--- config.mk ---
export PLATFORM = sky130hd
export DESIGN_NAME = double_ended_queue_unit_flat
export DESIGN_NICKNAME = d
export VERILOG_FILES = /design/src/rtl/deq_pkg.sv /design/src/rtl/deq_in_if.sv /design/src/rtl/deq_out_if.sv /design/src/rtl/deq_cell.sv /design/src/rtl/double_ended_queue_unit.sv /design/src/flat_wrapper.sv
export SDC_FILE = /design/constraint.sdc
export NUM_CORES = 2
export LEC_CHECK = 0
export ABC_AREA = 1
export BUFFER_PORTS_ARGS = -buffer_cell sky130_fd_sc_hd__clkbuf_2
export CORE_MARGIN = 1.5
export CORE_UTILIZATION = 50
export CTS_CLUSTER_SIZE = 30
export DETAILED_ROUTE_END_ITERATION = 12
export PLACE_DENSITY = 0.66
export SLEW_MARGIN = 20
export SYNTH_ARGS = -nofsm -noshare
export SYNTH_HDL_FRONTEND = slang
export SYNTH_SLANG_ARGS = --single-unit
--- constraint.sdc ---
create_clock -name clk_i -period 4.7 [get_ports clk_i]
set_input_delay 1.41 -clock clk_i [delete_from_list [all_inputs] [get_ports clk_i]]
set_output_delay 1.41 -clock clk_i [all_outputs]
set_load 0.005 [all_outputs]
--- src/rtl/deq_pkg.sv ---
// ----------------------------------------------------------------------------
// deq_pkg
// Shared constants, operation codes and cell control type for the
// double-ended queue.
// ----------------------------------------------------------------------------
package deq_pkg;

  localparam int DEPTH_DEF      = 16;
  localparam int DATA_WIDTH_DEF = 32;

  localparam int FUNC_W = 3;
  localparam int WORD_W = 32;

  localparam logic [FUNC_W-1:0] FUNC_PUSH_LEFT  = 3'd0;
  localparam logic [FUNC_W-1:0] FUNC_PUSH_RIGHT = 3'd1;
  localparam logic [FUNC_W-1:0] FUNC_POP_LEFT   = 3'd2;
  localparam logic [FUNC_W-1:0] FUNC_POP_RIGHT  = 3'd3;
  localparam logic [FUNC_W-1:0] FUNC_CLEAR      = 3'd4;

  // Broadcast controls, the same for every cell in the row.
  typedef struct packed {
    logic shift_right;  // push left: every cell takes its left neighbor
    logic shift_left;   // pop left: every cell takes its right neighbor
    logic load_sel;     // push right: selected cell takes the push word
    logic grab_sel;     // pop right: selected cell launches its word on the lane
    logic lane_step;    // return lane moves one cell toward cell 0
  } cell_ctrl_t;

endpackage

--- src/rtl/deq_in_if.sv ---
// ----------------------------------------------------------------------------
// deq_in_if
// Request channel: operation code and push word with valid/ready.
// ----------------------------------------------------------------------------
interface deq_in_if;
  import deq_pkg::*;

  logic              valid;
  logic              ready;
  logic [FUNC_W-1:0] func;
  logic [WORD_W-1:0] push_word;

  modport source (output valid, func, push_word, input ready);
  modport sink   (input valid, func, push_word, output ready);

endinterface

--- src/rtl/deq_out_if.sv ---
// ----------------------------------------------------------------------------
// deq_out_if
// Response channel: popped word and status flags with valid/ready.
// ----------------------------------------------------------------------------
interface deq_out_if;
  import deq_pkg::*;

  logic              valid;
  logic              ready;
  logic [WORD_W-1:0] pop_word;
  logic              pop_valid;
  logic              is_empty;
  logic              is_full;
  logic              op_error;

  modport source (output valid, pop_word, pop_valid, is_empty, is_full, op_error,
                  input ready);
  modport sink   (input valid, pop_word, pop_valid, is_empty, is_full, op_error,
                  output ready);

endinterface

--- src/rtl/deq_cell.sv ---
// ----------------------------------------------------------------------------
// deq_cell
// One storage cell of the queue row: holds one entry, shifts with its
// neighbors, and carries one stage of the leftward return lane.
// ----------------------------------------------------------------------------
module deq_cell #(
  parameter int DATA_WIDTH = deq_pkg::DATA_WIDTH_DEF,
  parameter int CNT_W      = 5,
  parameter int IDX        = 0
) (
  input  logic                    clk_i,
  input  logic                    rst_ni,
  input  deq_pkg::cell_ctrl_t     ctrl_i,
  input  logic [CNT_W-1:0]        sel_i,
  input  logic [DATA_WIDTH-1:0]   push_word_i,
  input  logic [DATA_WIDTH-1:0]   left_word_i,
  input  logic [DATA_WIDTH-1:0]   right_word_i,
  output logic [DATA_WIDTH-1:0]   word_o,
  input  logic                    lane_vld_i,
  input  logic [DATA_WIDTH-1:0]   lane_word_i,
  output logic                    lane_vld_o,
  output logic [DATA_WIDTH-1:0]   lane_word_o
);
  import deq_pkg::*;

  logic [DATA_WIDTH-1:0] word_q, word_d;
  logic                  lane_vld_q, lane_vld_d;
  logic [DATA_WIDTH-1:0] lane_word_q, lane_word_d;
  logic                  hit;

  assign hit = (sel_i == CNT_W'(IDX));

  always_comb begin
    word_d = word_q;
    if (ctrl_i.shift_right) begin
      word_d = left_word_i;
    end else if (ctrl_i.shift_left) begin
      word_d = right_word_i;
    end else if (ctrl_i.load_sel && hit) begin
      word_d = push_word_i;
    end
  end

  always_comb begin
    lane_vld_d  = lane_vld_q;
    lane_word_d = lane_word_q;
    if (ctrl_i.grab_sel && hit) begin
      lane_vld_d  = 1'b1;
      lane_word_d = word_q;
    end else if (ctrl_i.lane_step) begin
      lane_vld_d  = lane_vld_i;
      lane_word_d = lane_word_i;
    end
  end

  always_ff @(posedge clk_i) begin
    word_q      <= word_d;
    lane_word_q <= lane_word_d;
  end

  always_ff @(posedge clk_i or negedge rst_ni) begin
    if (!rst_ni) begin
      lane_vld_q <= 1'b0;
    end else begin
      lane_vld_q <= lane_vld_d;
    end
  end

  assign word_o      = word_q;
  assign lane_vld_o  = lane_vld_q;
  assign lane_word_o = lane_word_q;

endmodule

--- src/rtl/double_ended_queue_unit.sv ---
// ----------------------------------------------------------------------------
// double_ended_queue_unit
// Bounded double-ended queue built as a row of shifting cells.
// ----------------------------------------------------------------------------
// The left end of the queue always sits in cell 0 and entries occupy cells
// 0 to count-1. For every request other than a pop right on a nonempty
// queue, the response word is registered at the edge that takes the request.
// On a pop right, the tail cell drops its entry onto a return lane that moves
// one cell per cycle to cell 0, where it is registered as the response. A new
// request is taken once no pop right is in flight and the response register
// is free or being read in the same cycle. A pop reads only cells that a push
// wrote, so no clearing pass is needed after reset.
// ----------------------------------------------------------------------------
module double_ended_queue_unit #(
  parameter int DEPTH      = deq_pkg::DEPTH_DEF,
  parameter int DATA_WIDTH = deq_pkg::DATA_WIDTH_DEF
) (
  input  logic      clk_i,
  input  logic      rst_ni,
  deq_in_if.sink    req_i,
  deq_out_if.source rsp_o
);
  import deq_pkg::*;

  localparam int CNT_W = $clog2(DEPTH + 1);
  localparam int XW    = (DATA_WIDTH > WORD_W) ? DATA_WIDTH : WORD_W;

  logic [CNT_W-1:0]      count_q, count_d;
  logic                  busy_q, busy_d;
  logic                  out_vld_q, out_vld_d;
  logic [WORD_W-1:0]     out_word_q, out_word_d;
  logic                  out_pv_q, out_pv_d;
  logic                  out_empty_q, out_empty_d;
  logic                  out_full_q, out_full_d;
  logic                  out_err_q, out_err_d;

  cell_ctrl_t            ctrl;
  logic [CNT_W-1:0]      sel;
  logic                  accept;
  logic                  is_empty_now, is_full_now;
  logic                  write_now, defer;
  logic                  pop_now;
  logic                  err_now;
  logic [XW-1:0]         push_ext;
  logic [DATA_WIDTH-1:0] push_word;
  logic [XW-1:0]         head_ext;
  logic [XW-1:0]         lane_ext;

  logic [DATA_WIDTH-1:0] cell_word [DEPTH];
  logic                  lane_vld  [DEPTH+1];
  logic [DATA_WIDTH-1:0] lane_word [DEPTH+1];

  assign push_ext  = XW'(req_i.push_word);
  assign push_word = push_ext[DATA_WIDTH-1:0];
  assign head_ext  = XW'(cell_word[0]);
  assign lane_ext  = XW'(lane_word[0]);

  assign req_i.ready  = !busy_q && (!out_vld_q || rsp_o.ready);
  assign accept       = req_i.valid && req_i.ready;
  assign is_empty_now = (count_q == '0);
  assign is_full_now  = (count_q == CNT_W'(DEPTH));

  // Request decode
  always_comb begin
    ctrl      = '0;
    sel       = count_q;
    count_d   = count_q;
    pop_now   = 1'b0;
    err_now   = 1'b0;
    defer     = 1'b0;
    if (accept) begin
      case (req_i.func)
        FUNC_PUSH_LEFT: begin
          if (is_full_now) begin
            err_now = 1'b1;
          end else begin
            ctrl.shift_right = 1'b1;
            count_d          = count_q + 1'b1;
          end
        end
        FUNC_PUSH_RIGHT: begin
          if (is_full_now) begin
            err_now = 1'b1;
          end else begin
            ctrl.load_sel = 1'b1;
            count_d       = count_q + 1'b1;
          end
        end
        FUNC_POP_LEFT: begin
          if (is_empty_now) begin
            err_now = 1'b1;
          end else begin
            ctrl.shift_left = 1'b1;
            pop_now         = 1'b1;
            count_d         = count_q - 1'b1;
          end
        end
        FUNC_POP_RIGHT: begin
          if (is_empty_now) begin
            err_now = 1'b1;
          end else begin
            ctrl.grab_sel = 1'b1;
            sel           = count_q - 1'b1;
            count_d       = count_q - 1'b1;
            defer         = 1'b1;
          end
        end
        FUNC_CLEAR: begin
          count_d = '0;
        end
        default: begin
        end
      endcase
    end
    ctrl.lane_step = busy_q;
  end

  assign write_now = accept && !defer;

  // Response register and pop-right tracking
  always_comb begin
    busy_d      = busy_q;
    out_vld_d   = out_vld_q && !rsp_o.ready;
    out_word_d  = out_word_q;
    out_pv_d    = out_pv_q;
    out_empty_d = out_empty_q;
    out_full_d  = out_full_q;
    out_err_d   = out_err_q;
    if (write_now) begin
      out_vld_d   = 1'b1;
      out_word_d  = pop_now ? head_ext[WORD_W-1:0] : '0;
      out_pv_d    = pop_now;
      out_empty_d = (count_d == '0);
      out_full_d  = (count_d == CNT_W'(DEPTH));
      out_err_d   = err_now;
    end else if (busy_q && lane_vld[0]) begin
      // lane word reached cell 0: deliver the pop-right result
      busy_d      = 1'b0;
      out_vld_d   = 1'b1;
      out_word_d  = lane_ext[WORD_W-1:0];
      out_pv_d    = 1'b1;
      out_empty_d = is_empty_now;
      out_full_d  = is_full_now;
      out_err_d   = 1'b0;
    end
    if (accept && defer) begin
      busy_d = 1'b1;
    end
  end

  always_ff @(posedge clk_i or negedge rst_ni) begin
    if (!rst_ni) begin
      count_q   <= '0;
      busy_q    <= 1'b0;
      out_vld_q <= 1'b0;
    end else begin
      count_q   <= count_d;
      busy_q    <= busy_d;
      out_vld_q <= out_vld_d;
    end
  end

  always_ff @(posedge clk_i) begin
    out_word_q  <= out_word_d;
    out_pv_q    <= out_pv_d;
    out_empty_q <= out_empty_d;
    out_full_q  <= out_full_d;
    out_err_q   <= out_err_d;
  end

  assign rsp_o.valid     = out_vld_q;
  assign rsp_o.pop_word  = out_word_q;
  assign rsp_o.pop_valid = out_pv_q;
  assign rsp_o.is_empty  = out_empty_q;
  assign rsp_o.is_full   = out_full_q;
  assign rsp_o.op_error  = out_err_q;

  // Cell row
  assign lane_vld[DEPTH]  = 1'b0;
  assign lane_word[DEPTH] = '0;

  for (genvar i = 0; i < DEPTH; i++) begin : g_cell
    logic [DATA_WIDTH-1:0] left_word;
    logic [DATA_WIDTH-1:0] right_word;

    if (i == 0) begin : g_first
      assign left_word = push_word;
    end else begin : g_mid
      assign left_word = cell_word[i-1];
    end

    if (i == DEPTH - 1) begin : g_last
      assign right_word = cell_word[i];
    end else begin : g_inner
      assign right_word = cell_word[i+1];
    end

    deq_cell #(
      .DATA_WIDTH (DATA_WIDTH),
      .CNT_W      (CNT_W),
      .IDX        (i)
    ) u_cell (
      .clk_i        (clk_i),
      .rst_ni       (rst_ni),
      .ctrl_i       (ctrl),
      .sel_i        (sel),
      .push_word_i  (push_word),
      .left_word_i  (left_word),
      .right_word_i (right_word),
      .word_o       (cell_word[i]),
      .lane_vld_i   (lane_vld[i+1]),
      .lane_word_i  (lane_word[i+1]),
      .lane_vld_o   (lane_vld[i]),
      .lane_word_o  (lane_word[i])
    );
  end

  // Assertions
  logic [DEPTH-1:0] lane_vld_vec;
  for (genvar j = 0; j < DEPTH; j++) begin : g_lane_vec
    assign lane_vld_vec[j] = lane_vld[j];
  end

  a_count_bound: assert property (@(posedge clk_i) disable iff (!rst_ni)
    count_q <= CNT_W'(DEPTH))
    else $error("entry count above depth");

  a_busy_no_rsp: assert property (@(posedge clk_i) disable iff (!rst_ni)
    busy_q |-> !out_vld_q)
    else $error("response pending while pop right in flight");

  a_one_token: assert property (@(posedge clk_i) disable iff (!rst_ni)
    $onehot0(lane_vld_vec))
    else $error("more than one word on the return lane");

  a_lane_idle: assert property (@(posedge clk_i) disable iff (!rst_ni)
    !busy_q |-> (lane_vld_vec == '0))
    else $error("return lane active with no pop right in flight");

  a_pop_right_busy: assert property (@(posedge clk_i) disable iff (!rst_ni)
    (accept && req_i.func == FUNC_POP_RIGHT && !is_empty_now) |=> busy_q)
    else $error("pop right did not start the return lane");

endmodule
--- src/flat_wrapper.sv ---
// flat-port wrapper written by rule: the top's interface ports become plain ports
module double_ended_queue_unit_flat import deq_pkg::*;
#(
  parameter int DEPTH      = deq_pkg::DEPTH_DEF,
  parameter int DATA_WIDTH = deq_pkg::DATA_WIDTH_DEF
)
  (clk_i, rst_ni, req_i_valid, req_i_func, req_i_push_word, req_i_ready, rsp_o_valid, rsp_o_pop_word, rsp_o_pop_valid, rsp_o_is_empty, rsp_o_is_full, rsp_o_op_error, rsp_o_ready);
  deq_in_if req_i_i ();
  deq_out_if rsp_o_i ();
  input  logic clk_i;
  input  logic rst_ni;
  input wire logic [$bits(req_i_i.valid)-1:0] req_i_valid;
  input wire logic [$bits(req_i_i.func)-1:0] req_i_func;
  input wire logic [$bits(req_i_i.push_word)-1:0] req_i_push_word;
  output wire logic [$bits(req_i_i.ready)-1:0] req_i_ready;
  output wire logic [$bits(rsp_o_i.valid)-1:0] rsp_o_valid;
  output wire logic [$bits(rsp_o_i.pop_word)-1:0] rsp_o_pop_word;
  output wire logic [$bits(rsp_o_i.pop_valid)-1:0] rsp_o_pop_valid;
  output wire logic [$bits(rsp_o_i.is_empty)-1:0] rsp_o_is_empty;
  output wire logic [$bits(rsp_o_i.is_full)-1:0] rsp_o_is_full;
  output wire logic [$bits(rsp_o_i.op_error)-1:0] rsp_o_op_error;
  input wire logic [$bits(rsp_o_i.ready)-1:0] rsp_o_ready;
  assign req_i_i.valid = req_i_valid;
  assign req_i_i.func = req_i_func;
  assign req_i_i.push_word = req_i_push_word;
  assign req_i_ready = req_i_i.ready;
  assign rsp_o_valid = rsp_o_i.valid;
  assign rsp_o_pop_word = rsp_o_i.pop_word;
  assign rsp_o_pop_valid = rsp_o_i.pop_valid;
  assign rsp_o_is_empty = rsp_o_i.is_empty;
  assign rsp_o_is_full = rsp_o_i.is_full;
  assign rsp_o_op_error = rsp_o_i.op_error;
  assign rsp_o_i.ready = rsp_o_ready;
  double_ended_queue_unit #(.DEPTH(DEPTH), .DATA_WIDTH(DATA_WIDTH)) u_core (.clk_i(clk_i), .rst_ni(rst_ni), .req_i(req_i_i), .rsp_o(rsp_o_i));
endmodule
; Word-level counts from Yosys, hierarchy flattened
; Index checks and enable logic that the tools add are counted.
[totals]
ff_bits = 1083
latch_bits = 0
ram_bits = 0
rom_bits = 0
input_bits = 39
out_inout_bits = 38
wordCells = 312
mem_count = 0
[op_classes]
add_sub_neg = 2
n_mul = 0
div_mod_pow = 0
order_cmp = 0
n_eq_ne = 23
shift = 0
muxes = 146
bitwise_logic = 0
reduce_logical = 85
[op_table]
columns = op, count
row1 = $mux W32, 83
row2 = $mux W1, 55
row3 = $reduce_bool A3 Y1, 15
row4 = $eq A5 B4 Y1 const B, 8
row5 = $logic_and A1 B1 Y1, 38
row6 = $reduce_bool A2 Y1, 19
row7 = $mux W5, 5
row8 = $eq A5 B3 Y1 const B, 4
row9 = $logic_not A5 Y1, 3
row10 = $pmux W5 S3, 1
row11 = $eq A5 B2 Y1 const B, 2
row12 = $eq A5 B5 Y1 const B, 2
row13 = $eq A3 B2 Y1 const B, 2
row14 = $add A5 B1 Y5 const B, 1
row15 = $eq A5 B1 Y1 const B, 1
row16 = $sub A5 B1 Y5 const B, 1
row17 = $logic_not A1 Y1, 4
row18 = $mux W4, 1
row19 = $reduce_and A2 Y1, 2
row20 = $reduce_or A2 Y1, 2
row21 = $eq A3 B1 Y1 const B, 1
row22 = $eq A3 B3 Y1 const B, 1
row23 = $logic_not A3 Y1, 1
row24 = $ne A2 B1 Y1 const B, 1
row25 = 3 further kinds, 3

; Longest topological paths before layout
[depth]
ltp_word = 10
mapped_depth = 13
mapped_depth_nobuf = 12

; By module
; From an unflattened synthesis, not the netlist that was laid out.
[hier_totals]
cells_unflattened = 5485
hier_area_um2 = 53156.0
[modules_own_cells]
columns = module, n_inst, cells_per_inst, area_each_um2, seq_area_each_um2
row1 = deq_cell (u_core.g_cell[10].u_cell ...), 5, 330, 3144.3, 1946.9
row2 = deq_cell (u_core.g_cell[13].u_cell ...), 2, 330, 3239.4, 1946.9
row3 = deq_cell (u_core.g_cell[1].u_cell ...), 2, 332, 3229.3, 1946.9
row4 = deq_cell (u_core.g_cell[4].u_cell ...), 2, 328, 3166.8, 1946.9
row5 = deq_cell (u_core.g_cell[11].u_cell ...), 2, 328, 3141.8, 1946.9
row6 = deq_cell (u_core.g_cell[3].u_cell), 1, 335, 3261.9, 1946.9
row7 = deq_cell (u_core.g_cell[15].u_cell), 1, 331, 3230.6, 1946.9
row8 = deq_cell (u_core.g_cell[0].u_cell), 1, 329, 3189.3, 1946.9
row9 = double_ended_queue_unit, 1, 204, 2198.4, 1256.2

; Least setup slack after synthesis
; Ideal clock, no wire load.
[synth_timing]
path_kind = input to register
startpoint = input port rsp_o_ready
endpoint = register u_core.g_cell[11].u_cell.word_q[0], enable pin
setup_ns = 0.389
arrival_ns = 3.538
t_required_ns = 4.311
setup_slack_ns = 0.773
stages = 12
n_path_buf = 2
path_cell_list = inv_1 -> nand2_1 -> nand3_2 -> buf_2 -> nor2_4 -> nand2_1 -> nand2_2 -> nand3_1 -> nor2_1 -> buf_2 -> nand2_1 -> nand2_1
[synth_between]
elab_chain_len = 7
elab_cells_between_ends = 8
classes_between = eq/ne: 1 / mux: 2 / reduce/logical: 5
[synth_lines]
columns = item, line_no
row1 = from (decl), flat_wrapper.sv:22  ; input wire logic [$bits(rsp_o_i.ready)-1:0] rsp_o_ready;
row2 = $logic_or A1 B1 Y1 (*), double_ended_queue_unit.sv:58  ; assign req_i.ready = !busy_q && (!out_vld_q || rsp_o.ready);
row3 = $logic_and A1 B1 Y1 (*), double_ended_queue_unit.sv:58
row4 = $logic_and A1 B1 Y1 (*), double_ended_queue_unit.sv:59  ; assign accept = req_i.valid && req_i.ready;
row5 = $mux W5, double_ended_queue_unit.sv:71  ; if (accept) begin
row6 = $eq A5 B4 Y1, deq_cell.sv:31  ; assign hit = (sel_i == CNT_W'(IDX));
row7 = $logic_and A1 B1 Y1, deq_cell.sv:39  ; end else if (ctrl_i.load_sel && hit) begin
row8 = $reduce_bool A3 Y1 (no line) (*), -
row9 = to (signal assigned), deq_cell.sv:57  ; word_q <= word_d;
row10 = to (decl), deq_cell.sv:26  ; logic [DATA_WIDTH-1:0] word_q, word_d;
; Mark *: on every way between the ends. The rest lies on a longest branch, timed or not.
; A chain may end at the register's enable or synchronous reset.

; Worst setup path in the final report
[layout_timing]
startpoint = input port rsp_o_ready
endpoint = register u_core.g_cell[3].u_cell.lane_word_q[17] (data pin)
[layout_between]
elab_chain_len = 7
elab_cells_between_ends = 8
classes_between = eq/ne: 1 / mux: 3 / reduce/logical: 4
[layout_lines]
columns = item, line_no
row1 = $logic_or A1 B1 Y1 (*), double_ended_queue_unit.sv:58
row2 = $logic_and A1 B1 Y1 (*), double_ended_queue_unit.sv:58
row3 = $logic_and A1 B1 Y1 (*), double_ended_queue_unit.sv:59
row4 = $mux W5, double_ended_queue_unit.sv:71
row5 = $eq A5 B2 Y1, deq_cell.sv:31
row6 = $logic_and A1 B1 Y1 (*), deq_cell.sv:47  ; if (ctrl_i.grab_sel && hit) begin
row7 = $mux W32 (*), deq_cell.sv:47
row8 = net u_core.g_cell[3].u_cell.lane_word_d[17], deq_cell.sv:28  ; logic [DATA_WIDTH-1:0] lane_word_q, lane_word_d;
row9 = to (signal assigned), deq_cell.sv:58  ; lane_word_q <= lane_word_d;
row10 = to (decl), deq_cell.sv:28
; The timed path passes the listed nets; every way through them passes the cells marked *.

==> flow_results.xml <==
<?xml version="1.0" encoding="UTF-8"?>
<metrics>
  <group name="die">
    <metric name="core" unit="um^2">95000</metric>
    <metric name="pin_count" unit="">77</metric>
    <metric name="rows" unit="">113</metric>
    <metric name="die_area" unit="um^2">97800</metric>
    <metric name="floorplan.initialDensity" unit="%">50.5</metric>
    <metric name="die_width" unit="um">313</metric>
    <metric name="die_height" unit="um">313</metric>
  </group>
  <group name="power_and_ir_drop">
    <metric name="sequentialPowerShare" unit="%">51.6</metric>
    <metric name="vdd_ir_drop_max" unit="mV">0.315</metric>
    <metric name="p_switching" unit="mW">5.26</metric>
    <metric name="power-per-cell-area" unit="nW/um^2">412</metric>
    <metric name="internal_power" unit="mW">16.6</metric>
    <metric name="clock_network_fraction_of_design_power" unit="%">40.5</metric>
    <metric name="power.share.combinational" unit="%">7.9</metric>
    <metric name="report.power.total" unit="mW">21.9</metric>
    <metric name="power.static_leakage" unit="nW">20.4</metric>
    <metric name="net_switching_fraction_of_the_power" unit="%">24.0</metric>
  </group>
  <group name="yosys">
    <metric name="synth-simple-area-share" unit="%">20.1</metric>
    <metric name="postSynthRegisterBits" unit="">1083</metric>
    <metric name="yosysMostFrequentCell" unit="">nand2_1</metric>
    <metric name="netlist_top_cells_area" unit="">edfxtp_1 (66%), nand2_1 (13%), a22oi_1 (7.0%)</metric>
    <metric name="netlist_area" unit="um^2">48000</metric>
    <metric name="synth_edf_count" unit="">1060</metric>
    <metric name="main_combinational_cell_family_by_area_after_synthesis" unit="">simple AND/OR/NAND/NOR gates</metric>
    <metric name="synth_compound_gate_area_share" unit="%">8.27</metric>
    <metric name="synth_async_sr_flop_share" unit="%">2.12</metric>
    <metric name="synth_area_per_cell" unit="um^2">11.0</metric>
    <metric name="yosys.area_share.xor_xnor" unit="%">0.0548</metric>
    <metric name="seq_area_frac_synth" unit="%">67.6</metric>
    <metric name="ys_types" unit="">32</metric>
    <metric name="yosysTopAreaCellShare" unit="%">66.4</metric>
    <metric name="yosys-top-cells-count" unit="">nand2_1 (1633), edfxtp_1 (1060), a22oi_1 (448)</metric>
    <metric name="synthCells" unit="">4343</metric>
    <metric name="synth_area_leader_cell" unit="">edfxtp_1</metric>
    <metric name="mux_cell_area_share_after_synthesis" unit="%">0</metric>
    <metric name="synthesis.nets" unit="">4384</metric>
    <metric name="synth-main-ff-cell" unit="">edfxtp_1</metric>
    <metric name="ys.warnings.count" unit="">0</metric>
    <metric name="yosys.area_share.adder" unit="%">0.0522</metric>
  </group>
  <group name="clocking">
    <metric name="h_tree_level_count" unit="">3</metric>
    <metric name="clock_sinks" unit="">1083</metric>
    <metric name="cts-root-to-sink-buffers" unit="">3</metric>
    <metric name="worst_setup_hold_path_clk_slew" unit="ns">0.06</metric>
    <metric name="post_cts_resized" unit="">0</metric>
    <metric name="tritoncts.num_buffers" unit="">112</metric>
    <metric name="cts.repair_timing.setup_buffer_count" unit="">0</metric>
    <metric name="buffer_cell_driving_the_clock_tree_root" unit="">clkbuf_16</metric>
    <metric name="ctsHoldBuffers" unit="">0</metric>
    <metric name="worst_skew_pair_later_pin_latency" unit="ns">0.69</metric>
    <metric name="tritoncts" unit="">built</metric>
  </group>
  <group name="timing">
    <metric name="timing_max_transition_violations_final" unit="">0</metric>
    <metric name="max-slew-margin-rel" unit="%">30.2</metric>
    <metric name="final_min_period_over_clock_period" unit="%">73.0</metric>
    <metric name="final_ws_setup" unit="ns">1.27</metric>
    <metric name="finalHoldViolCount" unit="">0</metric>
    <metric name="maximum_operating_frequency" unit="GHz">0.291</metric>
    <metric name="final_period_minus_worst_setup_slack" unit="ns">3.43</metric>
    <metric name="finalSetupViolCount" unit="">0</metric>
    <metric name="tightestPinTransition" unit="ns">1.05</metric>
    <metric name="fin_tns_setup" unit="ns">0</metric>
    <metric name="rsz_0062_raised_after_global_routing" unit="">no</metric>
    <metric name="worst_hold_slack" unit="ns">0.494</metric>
    <metric name="clock-skew-final" unit="ns">0.0250</metric>
  </group>
  <group name="drt">
    <metric name="drt_first_iter_violations" unit="">4923</metric>
    <metric name="drt_drc" unit="">0</metric>
    <metric name="via_per_inst" unit="">5.91</metric>
    <metric name="drt.antenna.violating_nets" unit="">0</metric>
    <metric name="post_detailed_routing_wire_length" unit="um">126000</metric>
    <metric name="via_count" unit="">33600</metric>
    <metric name="drt-pass1-iter-count" unit="">6</metric>
    <metric name="detail_route.wl_per_cell" unit="um">22.2</metric>
  </group>
  <group name="layout">
    <metric name="final_cell_utilization_of_the_core" unit="%">56.0</metric>
    <metric name="fin_area" unit="um^2">53200</metric>
    <metric name="filler_cell_count" unit="">7997</metric>
    <metric name="num-nets-final" unit="">4355</metric>
    <metric name="instances_no_fill" unit="">5674</metric>
    <metric name="layout-area-overhead-vs-synth" unit="%">10.9</metric>
    <metric name="layout-drive-gt1-share" unit="%">9.37</metric>
  </group>
  <group name="run_status">
    <metric name="outcome" unit="">finished, final reports clean</metric>
  </group>
  <group name="worst_setup_path">
    <metric name="cp_cell_sequence" unit="">clkbuf_2, inv_1, nand2_1, nand3_2, nor2_4, buf_4, buf_4, buf_4, nand4_1, nand2_1</metric>
    <metric name="critical_path.startpoint_type" unit="">input port</metric>
    <metric name="worstSetupStartpoint" unit="">rsp_o_ready</metric>
    <metric name="crit-reg2reg-launch" unit="">u_core.count_q[0]$_DFF_PN0_</metric>
    <metric name="critPathMaxStageDelay" unit="ns">0.70</metric>
    <metric name="arrival" unit="ns">3.96</metric>
    <metric name="cp_slowest_cell" unit="">buf_4</metric>
    <metric name="crit_path_most_repeated_cell" unit="">buf_4</metric>
    <metric name="criticalPathCategory" unit="">input port to flop</metric>
    <metric name="endpoint_kind" unit="">flop</metric>
    <metric name="crit_path_max_fanout" unit="">62</metric>
    <metric name="required" unit="ns">5.23</metric>
  </group>
  <group name="global_routing">
    <metric name="grt_overflow_total" unit="">0</metric>
    <metric name="gr-usage-all-layers" unit="%">25.4</metric>
    <metric name="grt_max_degree" unit="">200</metric>
    <metric name="grt_pass1_wl" unit="um">192000</metric>
    <metric name="number_of_antenna_violations_at_the_first_check_in_global_routing" unit="">5</metric>
    <metric name="first_global_vias" unit="">30800</metric>
  </group>
  <group name="placement">
    <metric name="pre_cts_ws" unit="ns">0.619</metric>
    <metric name="postPlaceCellArea" unit="um^2">49500</metric>
    <metric name="finalWeightedCongestion" unit="">0.891</metric>
    <metric name="post-dp-hpwl" unit="um">82800</metric>
    <metric name="place_inst" unit="">5465</metric>
    <metric name="port-buffer-count" unit="">76</metric>
  </group>
  <group name="min_path">
    <metric name="min_from" unit="">u_core.g_cell[8].u_cell.lane_word_o[10]$_DFFE_PP_</metric>
    <metric name="hold_class" unit="">flop to flop</metric>
  </group>
  <group name="flow_run">
    <metric name="max_cap_violations" unit="">0</metric>
  </group>
</metrics>
## worst paths after layout
path	endpoint	slack (ns)	depth (start not counted)
setup reg to reg	u_core.g_cell[8].u_cell.word_o[30]$_DFFE_PP_	1.30	10
hold reg to reg	u_core.g_cell[7].u_cell.lane_word_o[10]$_DFFE_PP_	0.49	2
hold / removal	u_core.g_cell[7].u_cell.lane_word_o[10]$_DFFE_PP_	0.49	2
max in group asynchronous	u_core.g_cell[0].u_cell.lane_vld_o$_DFFE_PN0P_	3.50	1
min in group asynchronous	u_core.g_cell[11].u_cell.lane_vld_o$_DFFE_PN0P_	0.76	1
setup / recovery	u_core.g_cell[3].u_cell.lane_word_o[17]$_DFFE_PP_	1.27	10
## registers in the layout, indices dropped and copies added (netlist names), 5 cells and up
register,flops
u_core.g_cell.u_cell.lane_word_o,512
u_core.g_cell.u_cell.word_o,512
u_core.g_cell.u_cell.lane_vld_o,16
u_core.count_q,5
u_core.rsp_o.pop_word,32
## power by group through the flow
stage / sequential [mW] / clock [mW] / combinational, mW
6_report: 11.3 / 8.87 / 1.73
4_1_cts: 11.3 / 8.99 / 1.71
3_3_place_gp: 11.5 / 0 / 1.66
3_5_place_dp: 11.5 / 0 / 1.70
5_1_grt: 11.3 / 9.33 / 1.88
2_1_floorplan: 11.4 / 0 / 1.13
## layout by cell type (no fill, tap or decap)
cell | Yosys | final
clkbuf_2 | 0 | 76
nor2_4 | 10 | 11
nand4_1 | 131 | 131
bufinv_16 | 0 | 12
nand2_2 | 28 | 28
a21oi_1 | 3 | 3
ha_1 | 2 | 2
nand3_1 | 378 | 378
clkinv_1 | 4 | 29
xor2_1 | 3 | 3
edfxtp_1 | 1060 | 1060
clkbuf_1 | 158 | 24
a22o_1 | 17 | 17
nor2_2 | 6 | 7
nand2_4 | 4 | 4
buf_12 | 0 | 24
clkinv_2 | 0 | 22
clkinvlp_4 | 0 | 2
nor2_1 | 69 | 67
nand3_2 | 13 | 13
buf_4 | 26 | 84
diode_2 | 0 | 1
inv_6 | 0 | 3
or2_2 | 2 | 2
clkbuf_8 | 0 | 5
inv_1 | 90 | 90
nor3_1 | 1 | 1
inv_2 | 3 | 3
o21bai_1 | 2 | 2
nand2_1 | 1633 | 1633
o22ai_1 | 1 | 1
clkbuf_16 | 0 | 115
a22oi_1 | 448 | 448
dfrtp_1 | 23 | 23
o21ai_1 | 3 | 3
o21ai_0 | 80 | 80
nor3_4 | 1 | 2
## worst max-delay path, delay by kind of cell
family	cells	cell delay, ns
buffers and inverters	5	1.52
and+or+nand+nor	5	1.00
## cells by family (layout without fill, tap and decap cells)
group / after synthesis / after routing
buffers and inverters: 424 / 489
xor gates and xnor gates: 3 / 3
adders and majority gates: 2 / 2
and+or+nand+nor: 2277 / 2277
AOI/OAI and AO/OA: 554 / 554
other: 0 / 1
DFF: 1083 / 1083
## metal layers
metal	global-route usage, %	vias up	wire length [um]
met5	0	-	0
met4	6.25	0	2370
met3	5.54	161	14200
met2	35.1	1806	52800
met1	40.5	16100	56600
li1	-	15500	-
## area by class of cell
class	count	area [um^2]	area share (%)
sequential	1083	32400	61.0
inverter	97	364	0.685
clock buffer	144	3040	5.71
multi-input combinational	2836	13700	25.7
tap	1265	1580	2.98
antenna	1	2.50	0.00471
clock inverter	64	606	1.14
timing repair buffer	184	1490	2.81
(Power assumes the default switching activity.)
